**src/design/gsir_pkg.sv**
```systemverilog
package gsir_pkg;

    // Sizing
    localparam int UNIFORM_REGS = 96;
    localparam int MAX_ATTRS    = 16;
    localparam int ATTR_W       = (MAX_ATTRS > 1) ? $clog2(MAX_ATTRS) : 1;
    localparam int WP_W         = $clog2(UNIFORM_REGS + 1);
    localparam int PADDR_W      = 5;

    // Modes
    localparam logic [1:0] MODE_BYPASS   = 2'd0;
    localparam logic [1:0] MODE_POINT    = 2'd1;
    localparam logic [1:0] MODE_VARIABLE = 2'd2;
    localparam logic [1:0] MODE_FIXED    = 2'd3;

    // Result targets
    localparam logic [1:0] TGT_ASSEMBLER = 2'd0;
    localparam logic [1:0] TGT_GS_INPUT  = 2'd1;
    localparam logic [1:0] TGT_UNIFORM   = 2'd2;
    localparam logic [1:0] TGT_NONE      = 2'd3;

    // Input opcodes
    localparam logic OPC_ATTR  = 1'b0;
    localparam logic OPC_INDEX = 1'b1;

    // Register indexes (word address)
    localparam logic [2:0] REG_MODE           = 3'd0;
    localparam logic [2:0] REG_VS_OUTPUTS     = 3'd1;
    localparam logic [2:0] REG_GS_INPUTS      = 3'd2;
    localparam logic [2:0] REG_MAIN_VERTICES  = 3'd3;
    localparam logic [2:0] REG_FIXED_VERTICES = 3'd4;
    localparam logic [2:0] REG_FIXED_START    = 3'd5;

    typedef struct packed {
        logic [1:0] mode;
        logic [4:0] vs_outputs;
        logic [4:0] gs_inputs;
        logic [6:0] main_vertices;
        logic [6:0] fixed_vertices;
        logic [6:0] fixed_start;
    } cfg_t;

    typedef struct packed {
        logic              awaiting_count;
        logic [ATTR_W-1:0] attr_position;
        logic [WP_W-1:0]   write_pointer;
        logic [7:0]        main_left;
        logic [7:0]        total_left;
    } run_t;

    typedef struct packed {
        logic        opcode;
        logic [7:0]  vertex_count;
        logic [23:0] comp_x;
        logic [23:0] comp_y;
        logic [23:0] comp_z;
        logic [23:0] comp_w;
    } item_t;

    typedef struct packed {
        logic [1:0]  target;
        logic [6:0]  dest_index;
        logic [23:0] out_x;
        logic [23:0] out_y;
        logic [23:0] out_z;
        logic [23:0] out_w;
        logic        invoke;
    } result_t;

    localparam run_t RUN_CLEAR = '{awaiting_count: 1'b1, attr_position: '0,
                                   write_pointer: '0, main_left: '0, total_left: '0};

    // Attribute count limited to 1..MAX_ATTRS
    function automatic logic [4:0] clamp_attrs(input logic [4:0] v);
        logic [4:0] r;
        if (v == 5'd0) begin
            r = 5'd1;
        end else if (v > 5'(MAX_ATTRS)) begin
            r = 5'(MAX_ATTRS);
        end else begin
            r = v;
        end
        return r;
    endfunction

    // Integer count to f24: exponent bias 63, 16-bit mantissa, hidden one dropped
    function automatic logic [23:0] count_to_f24(input logic [7:0] n);
        logic [2:0]  p;
        logic [23:0] sh;
        logic [23:0] r;
        p = 3'd0;
        for (int i = 1; i < 8; i++) begin
            if (n[i]) p = 3'(i);
        end
        sh = 24'(n) << (5'd16 - 5'(p));
        if (n == 8'd0) begin
            r = '0;
        end else begin
            r = {1'b0, 7'(p) + 7'd63, sh[15:0]};
        end
        return r;
    endfunction

endpackage

```
**src/design/gsir_cfg.sv**
```systemverilog
module gsir_cfg (
    input  logic                          aclk,
    input  logic                          aresetn,
    input  logic                          psel,
    input  logic                          penable,
    input  logic                          pwrite,
    input  logic [gsir_pkg::PADDR_W-1:0]  paddr,
    input  logic [31:0]                   pwdata,
    output logic [31:0]                   prdata,
    output logic                          pready,
    output gsir_pkg::cfg_t                cfg,
    output logic                          run_clear
);
    import gsir_pkg::*;

    cfg_t       cfg_reg, cfg_next;
    logic       wr_en;
    logic [2:0] reg_idx;
    logic       hit;

    assign pready  = 1'b1;
    assign wr_en   = psel && penable && pwrite;
    assign reg_idx = paddr[4:2];
    assign cfg     = cfg_reg;

    // Write decode; a write to a known register also restarts the run
    always_comb begin
        cfg_next = cfg_reg;
        hit      = 1'b1;
        case (reg_idx)
            REG_MODE:           cfg_next.mode           = pwdata[1:0];
            REG_VS_OUTPUTS:     cfg_next.vs_outputs     = pwdata[4:0];
            REG_GS_INPUTS:      cfg_next.gs_inputs      = pwdata[4:0];
            REG_MAIN_VERTICES:  cfg_next.main_vertices  = pwdata[6:0];
            REG_FIXED_VERTICES: cfg_next.fixed_vertices = pwdata[6:0];
            REG_FIXED_START:    cfg_next.fixed_start    = pwdata[6:0];
            default:            hit                     = 1'b0;
        endcase
    end

    assign run_clear = wr_en && hit;

    always_ff @(posedge aclk) begin
        if (!aresetn) begin
            cfg_reg <= '{mode: MODE_BYPASS, vs_outputs: 5'd1, gs_inputs: 5'd1,
                         main_vertices: 7'd1, fixed_vertices: 7'd1, fixed_start: 7'd0};
        end else if (wr_en) begin
            cfg_reg <= cfg_next;
        end
    end

    // Read mux
    always_comb begin
        case (reg_idx)
            REG_MODE:           prdata = 32'(cfg_reg.mode);
            REG_VS_OUTPUTS:     prdata = 32'(cfg_reg.vs_outputs);
            REG_GS_INPUTS:      prdata = 32'(cfg_reg.gs_inputs);
            REG_MAIN_VERTICES:  prdata = 32'(cfg_reg.main_vertices);
            REG_FIXED_VERTICES: prdata = 32'(cfg_reg.fixed_vertices);
            REG_FIXED_START:    prdata = 32'(cfg_reg.fixed_start);
            default:            prdata = 32'd0;
        endcase
    end

endmodule

```
**src/design/gsir_route.sv**
```systemverilog
module gsir_route (
    input  gsir_pkg::item_t   item,
    input  gsir_pkg::run_t    run,
    input  gsir_pkg::cfg_t    cfg,
    output logic              produce,
    output gsir_pkg::result_t result,
    output gsir_pkg::run_t    run_next
);
    import gsir_pkg::*;

    logic [4:0]      vs;
    logic [4:0]      gs;
    logic [6:0]      fv;
    logic            last;
    logic            store;
    logic            inv;
    logic [WP_W-1:0] wp;
    logic [WP_W-1:0] wp_inc;
    logic [23:0]     f;
    logic [7:0]      total_inc;
    logic [7:0]      total_dec;

    // Routing decision and run state update for one word
    always_comb begin
        vs        = clamp_attrs(cfg.vs_outputs);
        gs        = clamp_attrs(cfg.gs_inputs);
        fv        = (cfg.fixed_vertices == 7'd0) ? 7'd1 : cfg.fixed_vertices;
        last      = (5'(run.attr_position) + 5'd1) >= vs;
        f         = count_to_f24(item.vertex_count);
        store     = 1'b0;
        inv       = 1'b0;
        wp        = run.write_pointer;
        wp_inc    = wp + 1'b1;
        total_inc = run.total_left + 8'd1;
        total_dec = run.total_left - 8'd1;
        produce   = 1'b0;
        result    = '0;
        run_next  = run;

        if (item.opcode == OPC_INDEX) begin
            // count item only opens a variable-mode batch
            if (cfg.mode == MODE_VARIABLE && run.awaiting_count) begin
                produce                 = 1'b1;
                result.target           = TGT_UNIFORM;
                result.out_x            = f;
                result.out_y            = f;
                result.out_z            = f;
                result.out_w            = f;
                run_next.attr_position  = '0;
                run_next.write_pointer  = WP_W'(1);
                run_next.main_left      = 8'(cfg.main_vertices);
                run_next.total_left     = item.vertex_count;
                run_next.awaiting_count = (item.vertex_count == 8'd0);
            end
        end else begin
            case (cfg.mode)
                MODE_BYPASS: begin
                    produce                = 1'b1;
                    result.target          = TGT_ASSEMBLER;
                    result.dest_index      = 7'(run.attr_position);
                    result.out_x           = item.comp_x;
                    result.out_y           = item.comp_y;
                    result.out_z           = item.comp_z;
                    result.out_w           = item.comp_w;
                    run_next.attr_position = last ? '0 : run.attr_position + 1'b1;
                end
                MODE_POINT: begin
                    if (wp >= WP_W'(gs)) wp = '0;
                    wp_inc            = wp + 1'b1;
                    produce           = 1'b1;
                    result.target     = TGT_GS_INPUT;
                    result.dest_index = 7'(wp);
                    result.out_x      = item.comp_x;
                    result.out_y      = item.comp_y;
                    result.out_z      = item.comp_z;
                    result.out_w      = item.comp_w;
                    if (wp_inc >= WP_W'(gs)) begin
                        result.invoke          = 1'b1;
                        run_next.write_pointer = '0;
                    end else begin
                        run_next.write_pointer = wp_inc;
                    end
                end
                MODE_FIXED: begin
                    // a run restarts at fixed_start
                    if (run.attr_position == '0 && run.total_left == 8'd0) begin
                        wp = WP_W'(cfg.fixed_start);
                    end
                    wp_inc                 = wp + 1'b1;
                    store                  = wp < WP_W'(UNIFORM_REGS);
                    run_next.write_pointer = store ? wp_inc : wp;
                    if (last) begin
                        run_next.attr_position = '0;
                        if (total_inc >= 8'(fv)) begin
                            inv                 = 1'b1;
                            run_next.total_left = 8'd0;
                        end else begin
                            run_next.total_left = total_inc;
                        end
                    end else begin
                        run_next.attr_position = run.attr_position + 1'b1;
                    end
                end
                default: begin
                    // variable primitive: attributes ignored until a count arrives
                    if (!run.awaiting_count) begin
                        store = (run.main_left != 8'd0 || run.attr_position == '0)
                                && wp < WP_W'(UNIFORM_REGS);
                        run_next.write_pointer = store ? wp_inc : wp;
                        if (last) begin
                            run_next.attr_position = '0;
                            if (run.main_left != 8'd0) begin
                                run_next.main_left = run.main_left - 8'd1;
                            end
                            run_next.total_left = total_dec;
                            if (total_dec == 8'd0) begin
                                inv                     = 1'b1;
                                run_next.awaiting_count = 1'b1;
                            end
                        end else begin
                            run_next.attr_position = run.attr_position + 1'b1;
                        end
                    end
                end
            endcase

            // uniform write, or a bare invoke when the completing write was dropped
            if (cfg.mode == MODE_FIXED || cfg.mode == MODE_VARIABLE) begin
                if (store) begin
                    produce           = 1'b1;
                    result.target     = TGT_UNIFORM;
                    result.dest_index = 7'(wp);
                    result.out_x      = item.comp_x;
                    result.out_y      = item.comp_y;
                    result.out_z      = item.comp_z;
                    result.out_w      = item.comp_w;
                    result.invoke     = inv;
                end else if (inv) begin
                    produce       = 1'b1;
                    result.target = TGT_NONE;
                    result.invoke = 1'b1;
                end
            end
        end
    end

endmodule

```
**src/design/geometry_shader_input_router.sv**
```systemverilog
// Geometry shader input router. Takes one vertex attribute or vertex count word
// per cycle on the s_ channel while s_ready is high, and gives at most one routed
// register write per word on the m_ channel (target, index, four f24 components,
// invoke flag). Throughput is one word per cycle while m_ready is high. A word
// accepted on s_ enters the input register; its routed result then enters the
// result register, which drives m_valid. While m_ready is held low, one word
// waits in each register before s_ready drops. Mode and counts are programmed
// over the APB port at byte address 4*index; any register write restarts the
// current batch, so program only while the block is empty.
module geometry_shader_input_router (
    input  logic                          aclk,
    input  logic                          aresetn,
    // configuration
    input  logic                          psel,
    input  logic                          penable,
    input  logic                          pwrite,
    input  logic [gsir_pkg::PADDR_W-1:0]  paddr,
    input  logic [31:0]                   pwdata,
    output logic [31:0]                   prdata,
    output logic                          pready,
    // input words
    input  logic                          s_valid,
    output logic                          s_ready,
    input  logic                          s_opcode,
    input  logic [7:0]                    s_vertex_count,
    input  logic [23:0]                   s_comp_x,
    input  logic [23:0]                   s_comp_y,
    input  logic [23:0]                   s_comp_z,
    input  logic [23:0]                   s_comp_w,
    // result words
    output logic                          m_valid,
    input  logic                          m_ready,
    output logic [1:0]                    m_target,
    output logic [6:0]                    m_dest_index,
    output logic [23:0]                   m_out_x,
    output logic [23:0]                   m_out_y,
    output logic [23:0]                   m_out_z,
    output logic [23:0]                   m_out_w,
    output logic                          m_invoke
);
    import gsir_pkg::*;

    cfg_t    cfg;
    logic    run_clear;
    run_t    run_reg, run_next;
    item_t   item_reg;
    logic    in_valid_reg;
    result_t out_reg, route_result;
    logic    out_valid_reg, out_valid_next;
    logic    produce;
    logic    advance;

    gsir_cfg u_cfg (
        .aclk      (aclk),
        .aresetn   (aresetn),
        .psel      (psel),
        .penable   (penable),
        .pwrite    (pwrite),
        .paddr     (paddr),
        .pwdata    (pwdata),
        .prdata    (prdata),
        .pready    (pready),
        .cfg       (cfg),
        .run_clear (run_clear)
    );

    gsir_route u_route (
        .item     (item_reg),
        .run      (run_reg),
        .cfg      (cfg),
        .produce  (produce),
        .result   (route_result),
        .run_next (run_next)
    );

    // Word moves from input register into the result slot when that slot frees
    assign advance = in_valid_reg && (!out_valid_reg || m_ready);
    assign s_ready = !in_valid_reg || advance;

    always_comb begin
        out_valid_next = out_valid_reg;
        if (advance) begin
            out_valid_next = produce;
        end else if (m_ready) begin
            out_valid_next = 1'b0;
        end
    end

    // Control
    always_ff @(posedge aclk) begin
        if (!aresetn) begin
            in_valid_reg  <= 1'b0;
            out_valid_reg <= 1'b0;
            run_reg       <= RUN_CLEAR;
        end else begin
            if (s_ready) in_valid_reg <= s_valid;
            out_valid_reg <= out_valid_next;
            if (run_clear) begin
                run_reg <= RUN_CLEAR;
            end else if (advance) begin
                run_reg <= run_next;
            end
        end
    end

    // Payload
    always_ff @(posedge aclk) begin
        if (s_valid && s_ready) begin
            item_reg <= '{opcode: s_opcode, vertex_count: s_vertex_count,
                          comp_x: s_comp_x, comp_y: s_comp_y,
                          comp_z: s_comp_z, comp_w: s_comp_w};
        end
        if (advance && produce) out_reg <= route_result;
    end

    assign m_valid      = out_valid_reg;
    assign m_target     = out_reg.target;
    assign m_dest_index = out_reg.dest_index;
    assign m_out_x      = out_reg.out_x;
    assign m_out_y      = out_reg.out_y;
    assign m_out_z      = out_reg.out_z;
    assign m_out_w      = out_reg.out_w;
    assign m_invoke     = out_reg.invoke;

    // A dropped-write result only ever carries the invoke
    a_none_invokes: assert property (@(posedge aclk) disable iff (!aresetn)
        m_valid && m_target == TGT_NONE |-> m_invoke)
        else $error("target none without invoke");

    // Attribute position stays inside the vertex
    a_attr_in_vertex: assert property (@(posedge aclk) disable iff (!aresetn)
        5'(run_reg.attr_position) < clamp_attrs(cfg.vs_outputs))
        else $error("attribute position past vertex end");

    // Register write restarts the batch
    a_clear_run: assert property (@(posedge aclk) disable iff (!aresetn)
        run_clear |=> run_reg.awaiting_count && run_reg.write_pointer == '0
                      && run_reg.total_left == 8'd0)
        else $error("run state not cleared by register write");

    // Point mode pointer never exceeds the register file of the shader
    a_point_ptr: assert property (@(posedge aclk) disable iff (!aresetn)
        cfg.mode == MODE_POINT |-> run_reg.write_pointer <= WP_W'(MAX_ATTRS))
        else $error("point mode pointer out of range");

endmodule
```
**config.mk**
```make
export PLATFORM = sky130hd
export DESIGN_NAME = geometry_shader_input_router
export DESIGN_NICKNAME = d
export VERILOG_FILES = /design/src/design/gsir_pkg.sv /design/src/design/gsir_cfg.sv /design/src/design/gsir_route.sv /design/src/design/geometry_shader_input_router.sv
export SDC_FILE = /design/constraint.sdc
export NUM_CORES = 1
export LEC_CHECK = 0
export BUFFER_PORTS_ARGS = -buffer_cell sky130_fd_sc_hd__buf_2
export CORE_MARGIN = 1.5
export CORE_UTILIZATION = 34
export DETAILED_ROUTE_END_ITERATION = 10
export HOLD_SLACK_MARGIN = 0.05
export PLACE_DENSITY = 0.6
export SETUP_SLACK_MARGIN = 0.2
export SLEW_MARGIN = 20
export SYNTH_ARGS = -nofsm -noshare
export SYNTH_HDL_FRONTEND = slang
export SYNTH_SLANG_ARGS = --single-unit
```
**constraint.sdc**
```tcl
create_clock -name aclk -period 8.1 [get_ports aclk]
set_input_delay 1.62 -clock aclk [delete_from_list [all_inputs] [get_ports aclk]]
set_output_delay 1.62 -clock aclk [all_outputs]
set_load 0.01 [all_outputs]
```
==> results.toml <==
[run_status]
status = "finished, final reports clean"

[setup_path]
crit_path_max_fanout = 28
path_class = "in2out"
start_kind = "input pin"
reg2reg_depth = 9
ff2ff_setup_slack_ps = 3750
arrival_ps = 3060
rr_startpoint = "run_reg[23]"
r2r_end = "m_out_w[15]"
end_kind = "output pin"
crit_required_ps = 6480

[clock_tree]
clock-sinks = 274
tritoncts = "yes"
clkLatencyLatePin_ps = 580
cts_buffers = 31
h-tree-depth = 1
cts_root_buffer = "clkbuf_16"
cts.clk_slew.worst_paths_ps = 60
postCtsHoldBufs = 0
clockBufferDepth = 3
cts_setup_buffers = 0
cts_resized = 0

[power_and_ir_drop]
power_uw = 3190
irDropWorstVdd_v = 0.000199
leakage_uw = 0.00627
p_per_area_mw_per_mm2 = 204

[hold_path]
min_from = "run_reg[15]"
hold_depth = 2
min_to = "run_reg[15]"
min_path_type = "reg2reg"

[timing]
clock.fmax_ghz = 0.214
fin_setup_tns_ps = 0
rsz0062_at_grt = "no"
setup_violations = 0
fin_crit_sh_pct = 57.7
worst-slew-pin-transition_ps = 1090
max-slew-margin-rel_pct = 26.5
skew_ps = 13.6
period_minus_slack_ps = 4680
setup_ws_ps = 3420
slew_viol_final = 0
hold_violations = 0

[placement]
place_inst = 1826
gp_congestion = 0.904
place_ws_ps = 3420
dpl.hpwl_um = 24500
io_buffers = 236

[synthesis]
yosysMostFrequentCell = "edfxtp_1"
synth_edf_count = 211
synthTopCellsByCount = "edfxtp_1, nand2_1, dfxtp_1"
yosysWarningCount = 0
synth_top_cells_by_area = "edfxtp_1, dfxtp_1, ha_1"
syn-instance-count = 1135
ys_types = 73
avgSynthCellArea_um2 = 11.5
async_reset_ff_share_pct = 0
synthFlopType = "edfxtp_1"
synth_top_area_share_pct = 48.6
yosysTopAreaCell = "edfxtp_1"
seq_area_frac_synth_pct = 58.3
synth-seq-cells = 274
synth_area_mm2 = 0.0130

[floorplanning]
die_h_um = 199
start_util_pct = 34.5
pin_count = 290
core-area_mm2 = 0.0378
die_area_mm2 = 0.0395
fp.dieW_um = 199
row_count = 71

[route]
vias = 9642
ant_nets = 0
route.detailed.drc = 0
wl_um = 34800
drtPass1Iterations = 5
drtIter0Drc = 743
viasPerCell = 5.11
wl_per_cell_um = 18.4

[grt]
grt_pass1_vias = 9031
grt_overflow_total = 0
antenna_found_initial = 4
grt_pass1_wl_um = 52200
grt_max_degree = 89
grtUsageTotal_pct = 17.0

[cells_and_area]
nets = 1536
area_growth_syn_to_layout_pct = 19.9
largest_reg_flops = 105
drive_above_1_share_pct = 23.2
instances_no_fill = 1888
fin_util_pct = 41.4

[run]
maxCapViolCount = 0
==> layout make-up <==
| class | count | area, um2 |
|---|---|---|
| Timing Repair Buffer | 245 | 1260 |
| Inverter | 32 | 120 |
| Tap cell | 511 | 639 |
| Antenna cell | 4 | 10.0 |
| Sequential cell | 274 | 7600 |
| Clock buffer | 39 | 826 |
| Multi-Input combinational cell | 764 | 5010 |
| Clock inverter | 19 | 173 |
| Fill cell | 3560 | 22100 |
==> where the power goes <==
group          total (uW)  internal, uW  switching [uW]
combinational         226          85.1             141
clock                1370           790             582
sequential           1590          1570            23.7
==> worst max-delay path by stage <==
stage,to,slack (ps),depth (start not counted),from
after floorplan,m_dest_index[0],2240,7,run_reg[0]
after global placement,prdata[1],3430,4,paddr[2]
after detailed placement,prdata[1],3420,4,paddr[2]
after CTS,prdata[1],3420,4,paddr[2]
after global routing,prdata[1],3360,4,paddr[2]
final,prdata[1],3420,4,paddr[2]
==> critical path: stages <==
cell	delay, ps
buf_2	440
mux4_2	570
mux2_2	280
buf_2	140
==> layer usage <==
layer / vias up / GRT usage [%] / share of wire [%]
li1: 4600 / - / -
met4: 2 / 6.00 / 3.1
met2: 331 / 28.3 / 49
met3: 73 / 2.75 / 5.8
met5: - / 0 / 0.037
met1: 4636 / 22.3 / 42
==> layout by cell type, fill, tap and decap left out, drive strengths merged, types with 32 or more instances in the layout <==
| cell | count |
|---|---|
| buf | 245 |
| edfxtp | 211 |
| nand2 | 112 |
| dfxtp | 63 |
| nor2 | 60 |
| a21o | 54 |
| o21ai | 42 |
| mux2i | 41 |
| a21oi | 39 |
| ha | 39 |
| clkbuf | 39 |
| nand3 | 36 |
| inv | 36 |
| nor2b | 32 |
==> cells by family (layout without fill, tap and decap cells) <==
| logic type | count (synthesis) | after routing | synth area share, % |
|---|---|---|---|
| compound gates | 262 | 262 | 14.1 |
| xor+xnor | 25 | 25 | 1.68 |
| fa+ha+maj | 39 | 39 | 3.74 |
| buf+inv | 121 | 335 | 4.32 |
| flops | 274 | 274 | 58.3 |
| mux | 50 | 50 | 4.01 |
| other cells | 2 | 30 | 0.0576 |
| simple gates | 362 | 362 | 13.9 |
==> through the flow <==
step | hold WS [ps] | area (um2)
floorplan | 452 | 13100
global route | 510 | 15600
global placement | 466 | 14600
CTS | 475 | 15600
detailed placement | 465 | 14600
finish | 474 | 15600
Power figures use the tool's default switching activity.
